<file path="src/rtl/sder_pkg.sv">
// Shared types, constants and ASCII lookup tables for the scancode decode event ring.
// Used by the interfaces, the front end, the command queue and the back end.
// No dependencies.
package sder_pkg;

    localparam int CODE_W   = 8;
    localparam int CHAR_W   = 7;
    localparam int TIME_W   = 32;
    localparam int TICK_W   = 48;
    localparam int STATUS_W = 3;
    localparam int FILL_W   = 11;

    localparam logic [CODE_W-1:0] SC_LSHIFT_MAKE  = 8'h2A;
    localparam logic [CODE_W-1:0] SC_RSHIFT_MAKE  = 8'h36;
    localparam logic [CODE_W-1:0] SC_LSHIFT_BREAK = 8'hAA;
    localparam logic [CODE_W-1:0] SC_RSHIFT_BREAK = 8'hB6;

    localparam logic REQ_SCANCODE = 1'b0;
    localparam logic REQ_READ     = 1'b1;

    typedef enum logic [STATUS_W-1:0] {
        ST_STORED     = 3'd0,
        ST_OVERWRITE  = 3'd1,
        ST_IGNORED    = 3'd2,
        ST_READ_OK    = 3'd3,
        ST_READ_EMPTY = 3'd4
    } status_t;

    typedef enum logic [1:0] {
        OP_STORE,
        OP_IGNORE,
        OP_READ
    } op_t;

    typedef enum logic {
        BK_RUN,
        BK_FETCH
    } back_state_t;

    typedef struct packed {
        op_t               op;
        logic [CHAR_W-1:0] ch;
        logic [TIME_W-1:0] time_seconds;
        logic [TICK_W-1:0] idle_ticks;
        logic [TICK_W-1:0] iowait_ticks;
        logic              shift;
    } cmd_t;

    typedef struct packed {
        logic [CHAR_W-1:0] ch;
        logic [TIME_W-1:0] time_seconds;
        logic [TICK_W-1:0] idle_ticks;
        logic [TICK_W-1:0] iowait_ticks;
    } event_t;

    localparam int EVENT_W = $bits(event_t);

    function automatic logic [CHAR_W-1:0] plain_char(input logic [6:0] code);
        logic [CHAR_W-1:0] c;
        unique case (code)
            7'h02: c = 7'h31;
            7'h03: c = 7'h32;
            7'h04: c = 7'h33;
            7'h05: c = 7'h34;
            7'h06: c = 7'h35;
            7'h07: c = 7'h36;
            7'h08: c = 7'h37;
            7'h09: c = 7'h38;
            7'h0A: c = 7'h39;
            7'h0B: c = 7'h30;
            7'h0C: c = 7'h2D;
            7'h0D: c = 7'h3D;
            7'h0E: c = 7'h08;
            7'h0F: c = 7'h09;
            7'h10: c = 7'h71;
            7'h11: c = 7'h77;
            7'h12: c = 7'h65;
            7'h13: c = 7'h72;
            7'h14: c = 7'h74;
            7'h15: c = 7'h79;
            7'h16: c = 7'h75;
            7'h17: c = 7'h69;
            7'h18: c = 7'h6F;
            7'h19: c = 7'h70;
            7'h1C: c = 7'h0A;
            7'h1E: c = 7'h61;
            7'h1F: c = 7'h73;
            7'h20: c = 7'h64;
            7'h21: c = 7'h66;
            7'h22: c = 7'h67;
            7'h23: c = 7'h68;
            7'h24: c = 7'h6A;
            7'h25: c = 7'h6B;
            7'h26: c = 7'h6C;
            7'h2C: c = 7'h7A;
            7'h2D: c = 7'h78;
            7'h2E: c = 7'h63;
            7'h2F: c = 7'h76;
            7'h30: c = 7'h62;
            7'h31: c = 7'h6E;
            7'h32: c = 7'h6D;
            7'h33: c = 7'h2C;
            7'h34: c = 7'h2E;
            7'h35: c = 7'h2F;
            7'h39: c = 7'h20;
            default: c = '0;
        endcase
        return c;
    endfunction

    function automatic logic [CHAR_W-1:0] shifted_char(input logic [6:0] code);
        logic [CHAR_W-1:0] c;
        unique case (code)
            7'h02: c = 7'h21;
            7'h03: c = 7'h40;
            7'h04: c = 7'h23;
            7'h05: c = 7'h24;
            7'h06: c = 7'h25;
            7'h07: c = 7'h5E;
            7'h08: c = 7'h26;
            7'h09: c = 7'h2A;
            7'h0A: c = 7'h28;
            7'h0B: c = 7'h29;
            7'h0C: c = 7'h5F;
            7'h0D: c = 7'h2B;
            7'h10: c = 7'h51;
            7'h11: c = 7'h57;
            7'h12: c = 7'h45;
            7'h13: c = 7'h52;
            7'h14: c = 7'h54;
            7'h15: c = 7'h59;
            7'h16: c = 7'h55;
            7'h17: c = 7'h49;
            7'h18: c = 7'h4F;
            7'h19: c = 7'h50;
            7'h1C: c = 7'h0A;
            7'h1E: c = 7'h41;
            7'h1F: c = 7'h53;
            7'h20: c = 7'h44;
            7'h21: c = 7'h46;
            7'h22: c = 7'h47;
            7'h23: c = 7'h48;
            7'h24: c = 7'h4A;
            7'h25: c = 7'h4B;
            7'h26: c = 7'h4C;
            7'h2C: c = 7'h5A;
            7'h2D: c = 7'h58;
            7'h2E: c = 7'h43;
            7'h2F: c = 7'h56;
            7'h30: c = 7'h42;
            7'h31: c = 7'h4E;
            7'h32: c = 7'h4D;
            7'h33: c = 7'h3C;
            7'h34: c = 7'h3E;
            7'h35: c = 7'h3F;
            7'h39: c = 7'h20;
            default: c = '0;
        endcase
        return c;
    endfunction

endpackage

</file>
<file path="src/rtl/sder_queue.sv">
// Two-entry command queue between the front end and the back end.
// Depends on sder_pkg.
module sder_queue (
    input  logic           clk,
    input  logic           rst_n,
    input  logic           in_valid,
    output logic           in_ready,
    input  sder_pkg::cmd_t in_cmd,
    output logic           out_valid,
    input  logic           out_ready,
    output sder_pkg::cmd_t out_cmd
);
    import sder_pkg::*;

    cmd_t       entry_reg [2];
    logic       wr_idx_reg;
    logic       wr_idx_next;
    logic       rd_idx_reg;
    logic       rd_idx_next;
    logic [1:0] count_reg;
    logic [1:0] count_next;
    logic       push;
    logic       pop;

    assign in_ready  = (count_reg != 2'd2);
    assign out_valid = (count_reg != 2'd0);
    assign out_cmd   = entry_reg[rd_idx_reg];
    assign push      = in_valid && in_ready;
    assign pop       = out_valid && out_ready;

    always_comb
    begin
        wr_idx_next = push ? ~wr_idx_reg : wr_idx_reg;
        rd_idx_next = pop ? ~rd_idx_reg : rd_idx_reg;
        count_next  = count_reg;
        if (push && !pop)
        begin
            count_next = count_reg + 2'd1;
        end
        else if (pop && !push)
        begin
            count_next = count_reg - 2'd1;
        end
    end

    always_ff @(posedge clk or negedge rst_n)
    begin
        if (!rst_n)
        begin
            wr_idx_reg <= 1'b0;
            rd_idx_reg <= 1'b0;
            count_reg  <= 2'd0;
        end
        else
        begin
            wr_idx_reg <= wr_idx_next;
            rd_idx_reg <= rd_idx_next;
            count_reg  <= count_next;
        end
    end

    always_ff @(posedge clk)
    begin
        if (push)
        begin
            entry_reg[wr_idx_reg] <= in_cmd;
        end
    end

endmodule

</file>
<file path="config.mk">
export PLATFORM = sky130hd
export DESIGN_NAME = sder_queue
export DESIGN_NICKNAME = d
export VERILOG_FILES = /design/src/rtl/sder_pkg.sv /design/src/rtl/sder_queue.sv
export SDC_FILE = /design/constraint.sdc
export NUM_CORES = 1
export LEC_CHECK = 0
export BUFFER_PORTS_ARGS = -buffer_cell sky130_fd_sc_hd__buf_4
export CORE_ASPECT_RATIO = 1.75
export CORE_MARGIN = 4
export CORE_UTILIZATION = 35
export CTS_CLUSTER_DIAMETER = 80
export CTS_CLUSTER_SIZE = 14
export DETAILED_ROUTE_END_ITERATION = 16
export PLACE_DENSITY = 0.56
export SLEW_MARGIN = 20
export SYNTH_ARGS = -nofsm -noshare
export SYNTH_HDL_FRONTEND = slang
export SYNTH_SLANG_ARGS = --single-unit
</file>
<file path="constraint.sdc">
create_clock -name clk -period 10.1 [get_ports clk]
set_input_delay 3.03 -clock clk [delete_from_list [all_inputs] [get_ports clk]]
set_output_delay 3.03 -clock clk [all_outputs]
set_load 0.01 [all_outputs]
</file>
==> impl_metrics.env <==
export IMPL_grt_start_max_net_pins=80
export IMPL_skew_ns=0.0112
export IMPL_slew_headroom_pct=29.3
export IMPL_crit_start="rd_idx_reg"
export IMPL_r2r_start="count_reg[0]"
export IMPL_worst_ep_required_time_ns=7.07
export IMPL_avgRoutedWirePerCell_um=20.8
export IMPL_syn2layout_area_growth_pct=30.6
export IMPL_yosys_area_share_simple_pct=0.332
export IMPL_synth_top_family_by_area="multiplexers"
export IMPL_grt_first_pass_wirelength_mm=33.4
export IMPL_layout_drive_gt1_share_pct=60.1
export IMPL_synthesis_instances=447
export IMPL_crit_fanout=79
export IMPL_yosysTopAreaCell="edfxtp_1"
export IMPL_worstPathArrival_ns=3.10
export IMPL_seq_area_um2=8390
export IMPL_dieArea_um2=32000
export IMPL_vdd_drop_max_mv=0.170
export IMPL_cts_hold_buf=0
export IMPL_io_buffers=281
export IMPL_slew_violations=0
export IMPL_synth_fa_ha_area_share_pct=0.123
export IMPL_ys_seq_area_share_pct=82.4
export IMPL_fin_tns_setup_ns=0
export IMPL_largest_register_ffs=276
export IMPL_die_x_um=137
export IMPL_antenna_cells=0
export IMPL_power_density_nw_per_um2=277
export IMPL_clock_fmax_mhz=163
export IMPL_setup_worst_path_end_class="primary output"
export IMPL_drc_errors=0
export IMPL_synth_top_area_share_pct=81.4
export IMPL_r2r_setup_slack_ns=7.50
export IMPL_worstSetupStartpointType="flip-flop"
export IMPL_clk_transition_reported_paths_ns=0.06
export IMPL_ctsResizeCount=0
export IMPL_cts_root_buffer="clkbuf_16"
export IMPL_finalPower_mw=3.69
export IMPL_syn_area_per_cell_um2=22.8
export IMPL_clk_latency_ns=0.51
export IMPL_r2r_end="entry_reg[1][79]"
export IMPL_maxCapViolations=0
export IMPL_fin_crit_sh_pct=60.7
export IMPL_max_clock_path_buffers=3
export IMPL_antenna_found_initial=2
export IMPL_critPathCapture="out_cmd[31]"
export IMPL_period_needed_ns=6.13
export IMPL_rows=82
export IMPL_hold_violations=0
export IMPL_start_util_pct=35.5
export IMPL_grt_pass1_vias=5740
export IMPL_status="finished clean"
export IMPL_ys_ff_latch=280
export IMPL_rsz0062_at_grt="false"
export IMPL_cts_made_buffers=23
export IMPL_via_per_inst=4.59
export IMPL_io_pins=282
export IMPL_grt_usage_pct=14.0
export IMPL_routed_wl_mm=23.5
export IMPL_multi_input_area_um2=1660
export IMPL_synth_area_um2=10200
export IMPL_cts_htree_levels=1
export IMPL_gp_congestion=0.760
export IMPL_drtIter0Drc=217
export IMPL_synth_fp_nets=590
export IMPL_hold_path_class="reg -> reg"
export IMPL_nets=886
export IMPL_ys_warn_count=0
export IMPL_setup_violations=0
export IMPL_ff2ff_path_depth=4
export IMPL_dp_hpwl_mm=16.5
export IMPL_clock_sinks=280
export IMPL_fillers=2481
export IMPL_leakagePower_nw=4.88
export IMPL_synth_xor_area_share_pct=0.430
export IMPL_firstDrtPassIters=4
export IMPL_cts_tree="built"
export IMPL_muxShareOfSynthArea_pct=15.3
export IMPL_die_y_um=234
export IMPL_crit_type="reg -> out"
export IMPL_ant_nets=0
export IMPL_synth_compound_area_share_pct=0
export IMPL_vias=5183
export IMPL_synth_area_leaders="edfxtp_1, mux2_2, buf_6"
export IMPL_coreArea_um2=28700
export IMPL_cts_setup_buffers=0
export IMPL_gr_total_overflow=0
export IMPL_synth_distinct_cells=15
export IMPL_tightest_slew_ns=1.06
-- worst min-delay path by stage --
stage / startpoint / to / cells past startpoint
3_3_place_gp: count_reg[1] / count_reg[1] / 1
5_1_grt: count_reg[1] / count_reg[1] / 1
4_1_cts: count_reg[1] / count_reg[1] / 1
6_report: count_reg[1] / count_reg[1] / 1
2_1_floorplan: count_reg[1] / count_reg[1] / 1
3_5_place_dp: count_reg[1] / count_reg[1] / 1
-- final cells by class --
| cell class | count | area share, % |
|---|---|---|
| clock buffers | 32 | 4.58 |
| inverters | 1 | 0.0282 |
| multi-input cells | 151 | 12.5 |
| flip-flops and latches | 280 | 63.1 |
| well taps | 378 | 3.56 |
| repair buffers | 286 | 16.3 |
-- layout by cell type, fill, tap and decap left out --
cell       instances
buf_4            285
edfxtp_1         276
mux2_2           138
clkbuf_16         23
clkbuf_1           9
xnor2_1            3
dfrtp_1            3
nand2_1            2
xor2_1             2
nand2b_1           1
inv_1              1
or2_2              1
and3_4             1
nor2_4             1
nor2_1             1
ha_1               1
buf_16             1
dfrtp_4            1
-- critical path, cell delays in order, from the launching register on --
cell,delay (ns)
dfrtp_4,0.98
buf_4,0.92
mux2_2,0.46
buf_4,0.15
-- kinds of logic after synthesis --
family / Yosys count
DFF: 280
muxes: 138
buffers and inverters: 16
and+or+nand+nor: 7
xor gates and xnor gates: 5
adders and majority gates: 1
-- where the power goes --
group | total (mW) | leakage, nW | switching [mW] | internal (mW)
Clock | 0.785 | 0.294 | 0.370 | 0.415
Sequential | 1.70 | 2.61 | 0.114 | 1.59
Combinational | 1.20 | 1.97 | 0.578 | 0.621
Total | 3.69 | 4.88 | 1.06 | 2.63
-- routing by layer --
layer  track usage (%)  part of all wire [%]
met5                 0                  0.14
met4              6.52                   4.1
met3              3.04                   6.2
met2              28.6                    60
met1              12.5                    30
-- cell usage after synthesis --
master and number:
and3_1 1, buf_2 2, buf_4 2, buf_6 11
dfrtp_1 4, edfxtp_1 276, ha_1 1, inv_1 1
mux2_2 138, nand2_1 2, nand2b_1 1, nor2_1 2
or2_2 1, xnor2_1 3, xor2_1 2
-- through the flow --
stage                     instances  cell area [µm²]  setup WS [ns]  hold WS (ns)  utilization [%]
after global routing           1128            13300           3.81         0.561             46.3
final                          1128            13300           3.97         0.503             46.3
after CTS                      1127            13300           3.92         0.505             46.2
after global placement         1095            12700           4.54         0.478             44.1
after detailed placement       1095            12700           4.49         0.495             44.1
after floorplan                 447            10200          0.610         0.456                -
(Power assumes the default switching activity.)
