### src/rtl/sder_pkg.sv
// Shared types, constants and ASCII lookup tables for the scancode decode event ring.
// Used by the interfaces, the front end, the command queue and the back end.
// No dependencies.
package sder_pkg;

    localparam int CODE_W   = 8;
    localparam int CHAR_W   = 7;
    localparam int TIME_W   = 32;
    localparam int TICK_W   = 48;
    localparam int STATUS_W = 3;
    localparam int FILL_W   = 11;

    localparam logic [CODE_W-1:0] SC_LSHIFT_MAKE  = 8'h2A;
    localparam logic [CODE_W-1:0] SC_RSHIFT_MAKE  = 8'h36;
    localparam logic [CODE_W-1:0] SC_LSHIFT_BREAK = 8'hAA;
    localparam logic [CODE_W-1:0] SC_RSHIFT_BREAK = 8'hB6;

    localparam logic REQ_SCANCODE = 1'b0;
    localparam logic REQ_READ     = 1'b1;

    typedef enum logic [STATUS_W-1:0] {
        ST_STORED     = 3'd0,
        ST_OVERWRITE  = 3'd1,
        ST_IGNORED    = 3'd2,
        ST_READ_OK    = 3'd3,
        ST_READ_EMPTY = 3'd4
    } status_t;

    typedef enum logic [1:0] {
        OP_STORE,
        OP_IGNORE,
        OP_READ
    } op_t;

    typedef enum logic {
        BK_RUN,
        BK_FETCH
    } back_state_t;

    typedef struct packed {
        op_t               op;
        logic [CHAR_W-1:0] ch;
        logic [TIME_W-1:0] time_seconds;
        logic [TICK_W-1:0] idle_ticks;
        logic [TICK_W-1:0] iowait_ticks;
        logic              shift;
    } cmd_t;

    typedef struct packed {
        logic [CHAR_W-1:0] ch;
        logic [TIME_W-1:0] time_seconds;
        logic [TICK_W-1:0] idle_ticks;
        logic [TICK_W-1:0] iowait_ticks;
    } event_t;

    localparam int EVENT_W = $bits(event_t);

    function automatic logic [CHAR_W-1:0] plain_char(input logic [6:0] code);
        logic [CHAR_W-1:0] c;
        unique case (code)
            7'h02: c = 7'h31;
            7'h03: c = 7'h32;
            7'h04: c = 7'h33;
            7'h05: c = 7'h34;
            7'h06: c = 7'h35;
            7'h07: c = 7'h36;
            7'h08: c = 7'h37;
            7'h09: c = 7'h38;
            7'h0A: c = 7'h39;
            7'h0B: c = 7'h30;
            7'h0C: c = 7'h2D;
            7'h0D: c = 7'h3D;
            7'h0E: c = 7'h08;
            7'h0F: c = 7'h09;
            7'h10: c = 7'h71;
            7'h11: c = 7'h77;
            7'h12: c = 7'h65;
            7'h13: c = 7'h72;
            7'h14: c = 7'h74;
            7'h15: c = 7'h79;
            7'h16: c = 7'h75;
            7'h17: c = 7'h69;
            7'h18: c = 7'h6F;
            7'h19: c = 7'h70;
            7'h1C: c = 7'h0A;
            7'h1E: c = 7'h61;
            7'h1F: c = 7'h73;
            7'h20: c = 7'h64;
            7'h21: c = 7'h66;
            7'h22: c = 7'h67;
            7'h23: c = 7'h68;
            7'h24: c = 7'h6A;
            7'h25: c = 7'h6B;
            7'h26: c = 7'h6C;
            7'h2C: c = 7'h7A;
            7'h2D: c = 7'h78;
            7'h2E: c = 7'h63;
            7'h2F: c = 7'h76;
            7'h30: c = 7'h62;
            7'h31: c = 7'h6E;
            7'h32: c = 7'h6D;
            7'h33: c = 7'h2C;
            7'h34: c = 7'h2E;
            7'h35: c = 7'h2F;
            7'h39: c = 7'h20;
            default: c = '0;
        endcase
        return c;
    endfunction

    function automatic logic [CHAR_W-1:0] shifted_char(input logic [6:0] code);
        logic [CHAR_W-1:0] c;
        unique case (code)
            7'h02: c = 7'h21;
            7'h03: c = 7'h40;
            7'h04: c = 7'h23;
            7'h05: c = 7'h24;
            7'h06: c = 7'h25;
            7'h07: c = 7'h5E;
            7'h08: c = 7'h26;
            7'h09: c = 7'h2A;
            7'h0A: c = 7'h28;
            7'h0B: c = 7'h29;
            7'h0C: c = 7'h5F;
            7'h0D: c = 7'h2B;
            7'h10: c = 7'h51;
            7'h11: c = 7'h57;
            7'h12: c = 7'h45;
            7'h13: c = 7'h52;
            7'h14: c = 7'h54;
            7'h15: c = 7'h59;
            7'h16: c = 7'h55;
            7'h17: c = 7'h49;
            7'h18: c = 7'h4F;
            7'h19: c = 7'h50;
            7'h1C: c = 7'h0A;
            7'h1E: c = 7'h41;
            7'h1F: c = 7'h53;
            7'h20: c = 7'h44;
            7'h21: c = 7'h46;
            7'h22: c = 7'h47;
            7'h23: c = 7'h48;
            7'h24: c = 7'h4A;
            7'h25: c = 7'h4B;
            7'h26: c = 7'h4C;
            7'h2C: c = 7'h5A;
            7'h2D: c = 7'h58;
            7'h2E: c = 7'h43;
            7'h2F: c = 7'h56;
            7'h30: c = 7'h42;
            7'h31: c = 7'h4E;
            7'h32: c = 7'h4D;
            7'h33: c = 7'h3C;
            7'h34: c = 7'h3E;
            7'h35: c = 7'h3F;
            7'h39: c = 7'h20;
            default: c = '0;
        endcase
        return c;
    endfunction

endpackage

### src/rtl/sder_if.sv
// Valid/ready channel interfaces for the request and response sides.
// Depends on sder_pkg for field widths.
interface sder_req_if;
    logic                            valid;
    logic                            ready;
    logic                            req_type;
    logic [sder_pkg::CODE_W-1:0]     scancode;
    logic [sder_pkg::TIME_W-1:0]     time_seconds;
    logic [sder_pkg::TICK_W-1:0]     idle_ticks;
    logic [sder_pkg::TICK_W-1:0]     iowait_ticks;

    modport source (
        output valid, req_type, scancode, time_seconds, idle_ticks, iowait_ticks,
        input  ready
    );
    modport sink (
        input  valid, req_type, scancode, time_seconds, idle_ticks, iowait_ticks,
        output ready
    );
endinterface


### src/rtl/sder_front.sv
// Front end: accepts requests, tracks the shift flag and classifies each item.
// Depends on sder_pkg and sder_if.
module sder_front (
    input  logic                 clk,
    input  logic                 rst_n,
    sder_req_if.sink             req,
    output logic                 cmd_valid,
    input  logic                 cmd_ready,
    output sder_pkg::cmd_t       cmd
);
    import sder_pkg::*;

    logic              shift_reg;
    logic              shift_next;
    logic [CHAR_W-1:0] lookup_char;

    assign lookup_char = shift_reg ? shifted_char(req.scancode[6:0])
                                   : plain_char(req.scancode[6:0]);

    always_comb
    begin
        shift_next       = shift_reg;
        cmd.op           = OP_IGNORE;
        cmd.ch           = '0;
        cmd.time_seconds = req.time_seconds;
        cmd.idle_ticks   = req.idle_ticks;
        cmd.iowait_ticks = req.iowait_ticks;
        if (req.req_type == REQ_READ)
        begin
            cmd.op = OP_READ;
        end
        else if (req.scancode == SC_LSHIFT_MAKE || req.scancode == SC_RSHIFT_MAKE)
        begin
            shift_next = 1'b1;
        end
        else if (req.scancode == SC_LSHIFT_BREAK || req.scancode == SC_RSHIFT_BREAK)
        begin
            shift_next = 1'b0;
        end
        else if (!req.scancode[7] && lookup_char != '0)
        begin
            cmd.op = OP_STORE;
            cmd.ch = lookup_char;
        end
        cmd.shift = shift_next;
    end

    assign cmd_valid = req.valid;
    assign req.ready = cmd_ready;

    always_ff @(posedge clk or negedge rst_n)
    begin
        if (!rst_n)
        begin
            shift_reg <= 1'b0;
        end
        else if (req.valid && cmd_ready)
        begin
            shift_reg <= shift_next;
        end
    end

endmodule

### src/flat_wrapper.sv
// flat-port wrapper written by rule: the top's interface ports become plain ports
module sder_front_flat import sder_pkg::*;
  (clk, rst_n, cmd_valid, cmd_ready, cmd, req_valid, req_req_type, req_scancode, req_time_seconds, req_idle_ticks, req_iowait_ticks, req_ready);
  sder_req_if req_i ();
  input  logic clk;
  input  logic rst_n;
  output logic cmd_valid;
  input  logic cmd_ready;
  output sder_pkg::cmd_t cmd;
  input wire logic [$bits(req_i.valid)-1:0] req_valid;
  input wire logic [$bits(req_i.req_type)-1:0] req_req_type;
  input wire logic [$bits(req_i.scancode)-1:0] req_scancode;
  input wire logic [$bits(req_i.time_seconds)-1:0] req_time_seconds;
  input wire logic [$bits(req_i.idle_ticks)-1:0] req_idle_ticks;
  input wire logic [$bits(req_i.iowait_ticks)-1:0] req_iowait_ticks;
  output wire logic [$bits(req_i.ready)-1:0] req_ready;
  assign req_i.valid = req_valid;
  assign req_i.req_type = req_req_type;
  assign req_i.scancode = req_scancode;
  assign req_i.time_seconds = req_time_seconds;
  assign req_i.idle_ticks = req_idle_ticks;
  assign req_i.iowait_ticks = req_iowait_ticks;
  assign req_ready = req_i.ready;
  sder_front u_core (.clk(clk), .rst_n(rst_n), .req(req_i), .cmd_valid(cmd_valid), .cmd_ready(cmd_ready), .cmd(cmd));
endmodule
### config.mk
export PLATFORM = sky130hd
export DESIGN_NAME = sder_front_flat
export DESIGN_NICKNAME = d
export VERILOG_FILES = /design/src/rtl/sder_pkg.sv /design/src/rtl/sder_if.sv /design/src/rtl/sder_front.sv /design/src/flat_wrapper.sv
export SDC_FILE = /design/constraint.sdc
export NUM_CORES = 1
export LEC_CHECK = 0
export ABC_AREA = 1
export BUFFER_PORTS_ARGS = -buffer_cell sky130_fd_sc_hd__clkbuf_2
export CAP_MARGIN = 20
export CORE_AREA = 2 2 110 112
export DETAILED_ROUTE_END_ITERATION = 10
export DIE_AREA = 0 0 112 114
export RECOVER_POWER = 50
export SETUP_SLACK_MARGIN = 0.2
export SLEW_MARGIN = 20
export SYNTH_ARGS = -nofsm -noshare
export SYNTH_HDL_FRONTEND = slang
export SYNTH_SLANG_ARGS = --single-unit
### constraint.sdc
create_clock -name clk -period 5.9 [get_ports clk]
set_input_delay 1.18 -clock clk [delete_from_list [all_inputs] [get_ports clk]]
set_output_delay 1.18 -clock clk [all_outputs]
set_load 0.005 [all_outputs]
==> out/metrics.csv, run 1 <==
metric;value;unit
worst_skew_pair.late_latency;0;ns
final_util;0.1241;
vias;1604;
nFillCells;1401;
rrSetupSlack;4.88;ns
hp-start;u_core.shift_reg;
worstHoldPathType;register to register;
postSynthNetCount;516;
totalWireLength;4827;um
outcome;completed;
post_cts_resized;0;
worst-setup-path-type;input pin to primary output;
final-hold-violation-count;0;
core_region_area;0.01171;mm^2
grt_pass1_wl;7755;um
post-cts-setup-buffers;0;
hold_endpoint;u_core.shift_reg;
design.final.nets;399;
worst_clock_skew;0;ns
reg2regPathDepth;2;
drt_iter0_drc;105;
max_slew.worst_pin.slew;0.5727;ns
first_global_vias;1560;
gpl.final_weighted_congestion;0.8844;
die-height;114;um
fp.dieArea;0.01277;mm^2
setup-violations-final;0;
r2r_end;u_core.shift_reg;
total_leakage_power;0.7057;nW
finalWorstPathRequiredPeriod;4.347;ns
antenna_found_initial;0;
min_delay_path_depth;4;
fmaxAchievable;230.0;MHz
worst-endpoint-required;4.72;ns
met1_length;1887;um
grt_use_total;0.07165;
final_setup_margin;1.553;ns
dr.pass1.iters;5;
wl_met3;583;um
netlist_instances;364;
detailed_place.area;0.001454;mm^2
post-place-ws;1.557;ns
number_of_flip_flops_in_the_largest_register;1;
post_synth_instance_area;0.002273;mm^2
layout_worst_path_cycle_share;0.7368;
multiInputGateArea;0.001045;mm^2
highest_layer;met4;
worst_setup_hold_path_clk_slew;0;ns
detailedPlacementHpwl;3881;um
cap_viol_max_count;0;
cts_hold_repair.buffers;0;
post_synth.cell_area_avg;6.246;um^2
post_route_cells_drive_above_1_share;0.2490;
relSlewSlack;0.6182;
routed_wire_length_per_instance;12.31;um
setup.worst_path.start_class;input pin;
post-route-drc-count;0;
overflow;0;
grt_start_max_net_pins;27;
drv_slew;0;
synth.ff_latch_count;1;
power-per-cell-area;87.49;mW/mm^2
antennaDiodeCount;0;
initial_core_util;0.1941;
fin_tns_setup;0;ns
port_buffers;24;
seq_cell_area;25.02;um^2
r2r_startpoint;u_core.shift_reg;
ant_nets;0;
ir_drop;0.02059;mV
seq_area_frac_synth;0.01101;
fp.dieW;112;um
critical_path_arrival;3.17;ns
dr_wl_met2;2096;um
critical_path_peak_fanout;22;
placementRows;40;
detail_route.vias_per_cell;4.092;
boundaryPins;281;
yosys_warnings;0;
stdcell_area;0.001454;mm^2
number_of_distinct_library_cells_after_synthesis;29;
setup_repair_after_global_routing_missed_its_margin;false;
flow.area_growth_from_synthesis;-36.05;%
timing.critical_path.to_type;primary output;
[cell usage in the layout, fill, tap and decap left out, types with 2 or more instances in the layout]
cell type and instances:
nor2_1 22, clkbuf_2 24, inv_1 13, nand2_1 80, nand4_1 5, a31oi_1 2
nand3_2 2, inv_4 2, nand3_1 33, o21ai_2 2, a21oi_2 2, a21oi_1 6
ha_1 11, nand2_4 2, clkinv_1 2, o21ai_0 5, nor2_2 12, inv_2 3
nand2_2 10
[worst max-delay path by stage]
stage                    start  endpoint  slack, ns  cells after the start
2_1_floorplan  req_scancode[1]  cmd[129]       2.27                     14
3_3_place_gp   req_scancode[2]  cmd[135]       1.58                     15
3_5_place_dp   req_scancode[2]  cmd[134]       1.56                     15
4_1_cts        req_scancode[2]  cmd[134]       1.55                     15
5_1_grt        req_scancode[2]  cmd[132]       1.30                     15
6_report       req_scancode[2]  cmd[129]       1.55                     15
[stage by stage]
step / power [mW] / cells / hold slack (ns)
floorplan: 0.1778 / 364 / 0.6724
global placement: 0.1277 / 392 / 0.8908
detailed placement: 0.1273 / 392 / 0.8876
CTS: 0.1277 / 392 / 0.8925
global route: 0.1440 / 392 / 0.9591
finish: 0.1272 / 392 / 0.8716
[layout make-up]
class,instances,area share
multi-input combinational,200,0.7186
sequential,1,0.01721
timing repair buffer,24,0.08262
inverter,20,0.05508
tap,147,0.1265
[metal layers]
| metal | vias to the layer above | track usage |
|---|---|---|
| met4 | 0 | 0.04309 |
| li1 | 777 | - |
| met3 | 40 | 0.02285 |
| met1 | 678 | 0.08499 |
| met2 | 109 | 0.1135 |
| met5 | - | 0 |
[power by group]
group          internal [mW]  switching, mW  leakage (nW)
Clock                      0              0             0
Combinational         0.0376         0.0760         0.696
Sequential           0.00848        0.00516       0.00956
Total                 0.0461         0.0812         0.706
[Yosys cell counts]
master,instances,area share
clkinv_1,2,0.0033
inv_1,13,0.021
a31oi_1,2,0.0055
nand3_2,2,0.0088
buf_6,8,0.040
ha_1,11,0.061
o21ai_1,1,0.0022
nand2_1,80,0.13
a21oi_2,2,0.0077
o21ai_2,2,0.0077
nand2_4,2,0.0099
nand4_1,5,0.014
buf_12,1,0.0088
o21ai_0,5,0.011
buf_8,1,0.0066
nor2_4,1,0.0050
a21oi_1,6,0.013
nand2_2,10,0.028
nor3_1,1,0.0022
nor2_2,12,0.033
nor3_2,1,0.0044
inv_4,2,0.0055
dfrtp_1,1,0.011
o211ai_1,1,0.0033
nor2_1,22,0.036
nand3_1,33,0.073
inv_2,3,0.0050
buf_4,133,0.44
o22ai_1,1,0.0028
[cells by family (layout without fill, tap and decap cells)]
kind of cell | count (synthesis) | in the layout | synth area share
AO/OA/AOI/OAI | 20 | 20 | 0.05339
AND/OR/NAND/NOR | 169 | 169 | 0.3456
flip-flops | 1 | 1 | 0.01101
buffers and inverters | 163 | 44 | 0.5294
adder cells (fa/ha/maj) | 11 | 11 | 0.06054
[worst max-delay path, stage by stage]
cell and delay (ns):
clkbuf_2 0.41, inv_2 0.23, ha_1 0.33, nand2_1 0.05
a21oi_1 0.18, nand2_1 0.07, nand3_1 0.08, nand2_1 0.07
nand3_1 0.08, nand2_1 0.07, nor2_2 0.09, nand2_2 0.08
nand2_4 0.12, nor2_2 0.04, clkbuf_2 0.10
Note: power is estimated with default switching activity, not from simulation.
==> inputs of run 2 (changes only) <==
- clock period: 5.9 -> 4.4 ns (I/O delays scaled with it)
==> run 2 against run 1 <==
  * Global-route usage shrank 0.17 points
  * Critical endpoint is now cmd[134]
  * Flip-flop and latch count is the same
  * Routed wire length fell by 1.8%
  * Final cell count increased by 0.26%
  * Sequential share of layout area hardly changed
  * Sequential power increased by 37%
  * Register-to-register slack worse by 1.5 ns
==> out/metrics.csv, run 2 (synthesis results as in run 1) <==
metric;value;unit;change
post-route-drc-count;0;;unchanged
first_global_vias;1551;;-0.58%
worst_setup_hold_path_clk_slew;0;ns;unchanged
r2r_end;u_core.shift_reg;;
dr_wl_met2;1882;um;-10%
grt_use_total;0.06998;;-0.001674
post-cts-setup-buffers;0;;unchanged
ant_nets;0;;unchanged
highest_layer;met4;;
relSlewSlack;0.6419;;+0.02367
pnr_total_power;171.7;uW;+35%
grt_pass1_wl;7603;um;-2.0%
leading_cell_types_in_the_layout_fill_and_taps_excluded;nand2_1 (80), nand3_1 (33), clkbuf_2 (24);;
max_slew.worst_pin.slew;0.5372;ns;-0.03551 ns
nFillCells;1390;;-0.79%
total_leakage_power;0.7105;nW;+0.68%
fp.dieArea;0.01277;mm^2;unchanged
layout.cells.non_filler;393;;+0.26%
critical-path-slowest-cell;ha_1;;
final_util;0.1248;;+0.0006410
layout_worst_path_cycle_share;0.8235;;
flow.area_growth_from_synthesis;-35.72;%;
antennaDiodeCount;0;;unchanged
layout.cells.most_common;nand2_1;;
overflow;0;;unchanged
die-height;114;um;unchanged
worst-setup-path-type;input pin to primary output;;
timing.critical_path.to_type;primary output;;
post_route_cells_drive_above_1_share;0.2520;;+0.003053
worst_skew_pair.late_latency;0;ns;unchanged
fin_tns_setup;0;ns;unchanged
final-hold-violation-count;0;;unchanged
worstPathCellList;clkbuf_2 -> inv_2 -> ha_1 -> nand2_1 -> a21oi_1 -> nand2_1 -> nand3_1 -> nand2_1 -> nand3_1 -> nand2_1 -> nor2_2 -> nand2_2 -> nand2_4 -> nor2_2 -> clkbuf_2;;
reg2regPathDepth;2;;unchanged
cts_hold_repair.buffers;0;;unchanged
placedCellCount;393;;+0.26%
met1_length;1776;um;-5.9%
dr.pass1.iters;4;;-1
detail_route.vias_per_cell;4.196;;+2.5%
setup.worst_path.start_class;input pin;;
post_cts_resized;0;;unchanged
design.final.nets;400;;+0.25%
r2r_startpoint;u_core.shift_reg;;
rrSetupSlack;3.37;ns;-1.51 ns
seq_cell_area;25.02;um^2;unchanged
number_of_flip_flops_in_the_largest_register;1;;unchanged
outcome;completed;;
initial_core_util;0.1941;;unchanged
cap_viol_max_count;0;;unchanged
critical_path_arrival;2.74;ns;-0.43 ns
port_buffers;24;;unchanged
detailed_place.area;0.001461;mm^2;+0.52%
power-per-cell-area;117.5;mW/mm^2;+34%
vias;1649;;+2.8%
fp.dieW;112;um;unchanged
detailedPlacementHpwl;3795;um;-2.2%
totalWireLength;4739;um;-1.8%
worst-endpoint-required;3.52;ns;-1.20 ns
boundaryPins;281;;unchanged
drt_iter0_drc;104;;-0.95%
fmaxAchievable;276.0;MHz;
finalWorstPathRequiredPeriod;3.623;ns;
stdcell_area;0.001461;mm^2;+0.52%
worstHoldPathType;input pin to async pin;;
multiInputGateArea;0.001045;mm^2;unchanged
critPathMostFrequentCell;nand2_1;;
routed_wire_length_per_instance;12.06;um;-2.1%
critical_path_peak_fanout;14;;-36%
wl_met3;686;um;+18%
cp-startpoint;req_scancode[2];;
antenna_found_initial;0;;unchanged
worst_clock_skew;0;ns;unchanged
grt_start_max_net_pins;27;;unchanged
setup-violations-final;0;;unchanged
setup_repair_after_global_routing_missed_its_margin;false;;
worst_path_largest_cell_delay;0.32;ns;-0.09 ns
core_region_area;0.01171;mm^2;unchanged
placementRows;40;;unchanged
gpl.final_weighted_congestion;0.9170;;+3.7%
ir_drop;0.03553;mV;+73%
drv_slew;0;;unchanged
[run 2: cell types whose count changed in the layout (fill, tap and decap cells not counted)]
cell	change
buf_4	+1
[run 2: power breakdown]
| part | internal (mW) | total (mW) | switching, mW |
|---|---|---|---|
| logic | 0.0511 | 0.153 | 0.102 |
| clock network | 0 | 0 | 0 |
| registers | 0.0114 | 0.0186 | 0.00724 |
[run 2: critical path: cells and delay by family]
kind	cells	cell delay (ns)
AO/OA/AOI/OAI	1	0.21
adder cells (fa/ha/maj)	1	0.32
buffers and inverters	3	0.58
AND/OR/NAND/NOR	10	0.75
[run 2: area by class of cell]
cell class                      instances  share of cell area
Timing Repair Buffer                   25             0.08733
Inverter                               20             0.05479
Multi-Input combinational cell        200              0.7149
Sequential cell                         1             0.01712
Tap cell                              147              0.1259
[run 2: per-stage QoR]
stage          setup slack [ns]  hold slack (ns)
2_1_floorplan             1.374           0.5844
3_3_place_gp             0.7536           0.6561
3_5_place_dp             0.7839           0.6566
4_1_cts                  0.7748           0.6566
5_1_grt                  0.5816           0.6589
6_report                 0.7768           0.6556
[run 2: how the worst max path moves through the flow]
| stage | slack, ns | end | depth (start not counted) |
|---|---|---|---|
| 2_1_floorplan | 1.37 | cmd[129] | 14 |
| 3_3_place_gp | 0.75 | cmd[136] | 14 |
| 3_5_place_dp | 0.78 | cmd[134] | 15 |
| 4_1_cts | 0.77 | cmd[134] | 15 |
| 5_1_grt | 0.58 | cmd[131] | 16 |
| 6_report | 0.78 | cmd[134] | 15 |
[run 2: routing by layer]
| layer | vias to the layer above | global-route usage |
|---|---|---|
| li1 | 772 | - |
| met5 | - | 0 |
| met4 | 0 | 0.05610 |
| met2 | 138 | 0.1022 |
| met3 | 52 | 0.02391 |
| met1 | 687 | 0.08339 |
==> inputs of run 3 (changes only) <==
- ABC_AREA: 1 -> 0
- CORE_AREA: 2 2 110 112 -> 2 2 108 110
- DIE_AREA: 0 0 112 114 -> 0 0 110 112
- clock period: 4.4 -> 3.3 ns (I/O delays scaled with it)
==> run 3 against run 2 <==
  * Via count shrank 9.4%
  * Setup slack lost 0.51 ns
  * Worst hold slack lost 0.22 ns
  * Routed wire length grew 3.9%
==> out/metrics.csv, run 3 <==
metric;value;unit;change
synth-main-ff-cell;dfrtp_1;;
drv_slew;0;;unchanged
netlist_instances;295;;-19%
fp.dieW;110;um;-1.8%
worst_skew_pair.late_latency;0;ns;unchanged
synthDominantAreaCellType;buf_4;;
setup_repair_after_global_routing_missed_its_margin;false;;
synthMostInstantiatedCell;buf_4;;
initial_core_util;0.1886;;-0.005567
synth.ff_latch_count;1;;unchanged
totalWireLength;4922;um;+3.9%
ant_nets;0;;unchanged
power-per-cell-area;172.5;mW/mm^2;+47%
post_synth.cell_area_avg;7.142;um^2;+14%
setup-violations-final;0;;unchanged
post_route_cells_drive_above_1_share;0.2772;;+0.02514
die-height;112;um;-1.8%
gpl.final_weighted_congestion;0.9067;;-1.1%
setup.worst_path.start_class;input pin;;
leading_cell_types_in_the_layout_fill_and_taps_excluded;clkbuf_2 (21), nor2_1 (20), o21ai_0 (13);;
post_synth_instance_area;0.002107;mm^2;-7.3%
pnr_total_power;250.8;uW;+46%
layout_worst_path_cycle_share;0.9188;;
port_buffers;24;;unchanged
detailed_place.area;0.001405;mm^2;-3.9%
core_region_area;0.01117;mm^2;-4.6%
max_slew.worst_pin.slew;0.5619;ns;+0.02475 ns
finalWorstPathRequiredPeriod;3.032;ns;
cap_viol_max_count;0;;unchanged
critical_path_arrival;2.37;ns;-0.37 ns
layout.cells.most_common;clkbuf_2;;
worst_clock_skew;0;ns;unchanged
relSlewSlack;0.6254;;-0.01650
worst-endpoint-required;2.64;ns;-0.88 ns
r2r_startpoint;u_core.shift_reg;;
number_of_distinct_library_cells_after_synthesis;50;;+72%
design.final.nets;338;;-16%
total_leakage_power;0.5476;nW;-23%
overflow;0;;unchanged
placementRows;39;;-2.5%
postSynthNetCount;447;;-13%
grt_start_max_net_pins;21;;-22%
cp-startpoint;req_scancode[1];;
post-route-drc-count;0;;unchanged
boundaryPins;281;;unchanged
fin_tns_setup;0;ns;unchanged
detail_route.vias_per_cell;4.569;;+8.9%
worst_setup_hold_path_clk_slew;0;ns;unchanged
ir_drop;0.07191;mV;+100%
number_of_flip_flops_in_the_largest_register;1;;unchanged
stdcell_area;0.001454;mm^2;-0.51%
antennaDiodeCount;0;;unchanged
grt_pass1_wl;7362;um;-3.2%
critical_path_peak_fanout;8;;-6
ys_top_cells_by_count;buf_4 (135), nor2_1 (20), o21ai_0 (13), ha_1 (11);;
worstHoldPathType;input pin to async pin;;
final-hold-violation-count;0;;unchanged
netlist_top_cells_area;buf_4 (48%), ha_1 (6.5%), nor2_1 (3.6%), o21ai_0 (3.1%), a21oi_1 (2.4%);;
first_global_vias;1413;;-8.9%
flow.area_growth_from_synthesis;-31.00;%;
seq_area_frac_synth;0.01188;;+0.0008693
vias;1494;;-9.4%
yosys_warnings;0;;unchanged
antenna_found_initial;0;;unchanged
drt_iter0_drc;156;;+50%
worst-setup-path-type;input pin to primary output;;
outcome;completed;;
routed_wire_length_per_instance;15.05;um;+25%
detailedPlacementHpwl;3888;um;+2.5%
reg2regPathDepth;3;;+1
fp.dieArea;0.01232;mm^2;-3.5%
timing.critical_path.to_type;primary output;;
synth_largest_type_area_fraction;0.4810;;+0.04181
dr.pass1.iters;5;;+1
proportion_of_synthesized_flip_flops_having_asynchronous_set_or_reset;1.000;;unchanged
synth-edff-count;0;;unchanged
grt_use_total;0.07274;;+0.002758
fmaxAchievable;329.8;MHz;
==> run 3: changes by cell type in the layout (fill, tap and decap cells not counted), sizes merged, moves of 6 or more <==
| cell | change |
|---|---|
| nor2 | -15 |
| buf | +12 |
| nand2 | -81 |
| nor2b | +7 |
| o21ai | +6 |
| inv | -9 |
| nand3 | -32 |
| nand2b | +7 |
==> run 3: repair_timing <==
item | CTS | global route
buffers inserted | 0 | 1
pin swaps | 0 | 4
hold buffers | 0 | 0
endpoints found under the hold margin | 0 | 0
endpoints found under the setup margin | 1 | 2
gates resized for setup | 3 | 10
==> run 3: cell families (layout without fill, tap and decap cells) <==
family	Yosys count	after routing	share of synthesized area
adders and majority gates	11	11	0.06532
buffers and inverters	157	46	0.5321
DFF	1	1	0.01187
muxes	6	6	0.03741
and+or+nand+nor	64	64	0.1621
AOI/OAI and AO/OA	56	56	0.1912
==> run 3: cell type report <==
type	instances	area [um^2]
flip-flops and latches	1	25.02
fillers	1269	9721
inverters	10	40.04
multi-input cells	137	994.7
repair buffers	36	215.2
well taps	143	178.9
==> run 3: final timing paths <==
path / to / slack [ns]
max: cmd[136] / 0.27
min reg2reg: u_core.shift_reg / 0.97
min in group clk: u_core.shift_reg / 0.97
min: u_core.shift_reg / 0.44
max reg2reg: u_core.shift_reg / 2.05
max in group asynchronous: u_core.shift_reg / 2.78
==> run 3: critical path, cell delays in order <==
cell and delay, ns:
clkbuf_4 0.18, inv_4 0.06, buf_4 0.15, ha_1 0.30, mux2_2 0.15, a22oi_1 0.06, o2111ai_1 0.21, o311a_1 0.26
nand3_2 0.09, o22ai_2 0.13, clkbuf_2 0.13
==> run 3: through the flow <==
step	instances	hold WS [ns]	utilization	setup WS, ns
floorplan	295	0.3644	-	0.4051
global placement	326	0.4345	0.1257	0.1979
detailed placement	326	0.4353	0.1257	0.1614
CTS	326	0.4353	0.1264	0.2036
global route	327	0.4421	0.1301	0.1974
finish	327	0.4353	0.1301	0.2678
==> run 3: layer usage <==
layer  share of wire  vias to the layer above  track usage  wire (um)
met4           0.058                        0      0.04557        284
met5               0                        -            0          0
met2            0.46                      103       0.1157       2274
met1            0.37                      698      0.08562       1837
met3            0.11                       46      0.01874        526
li1                -                      647            -          -
==> run 3: report_power, final <==
group          internal [mW]  total [mW]  switching [mW]
Clock                      0           0               0
Combinational         0.0928       0.207           0.114
Sequential            0.0174      0.0440          0.0266
Total                  0.110       0.251           0.141
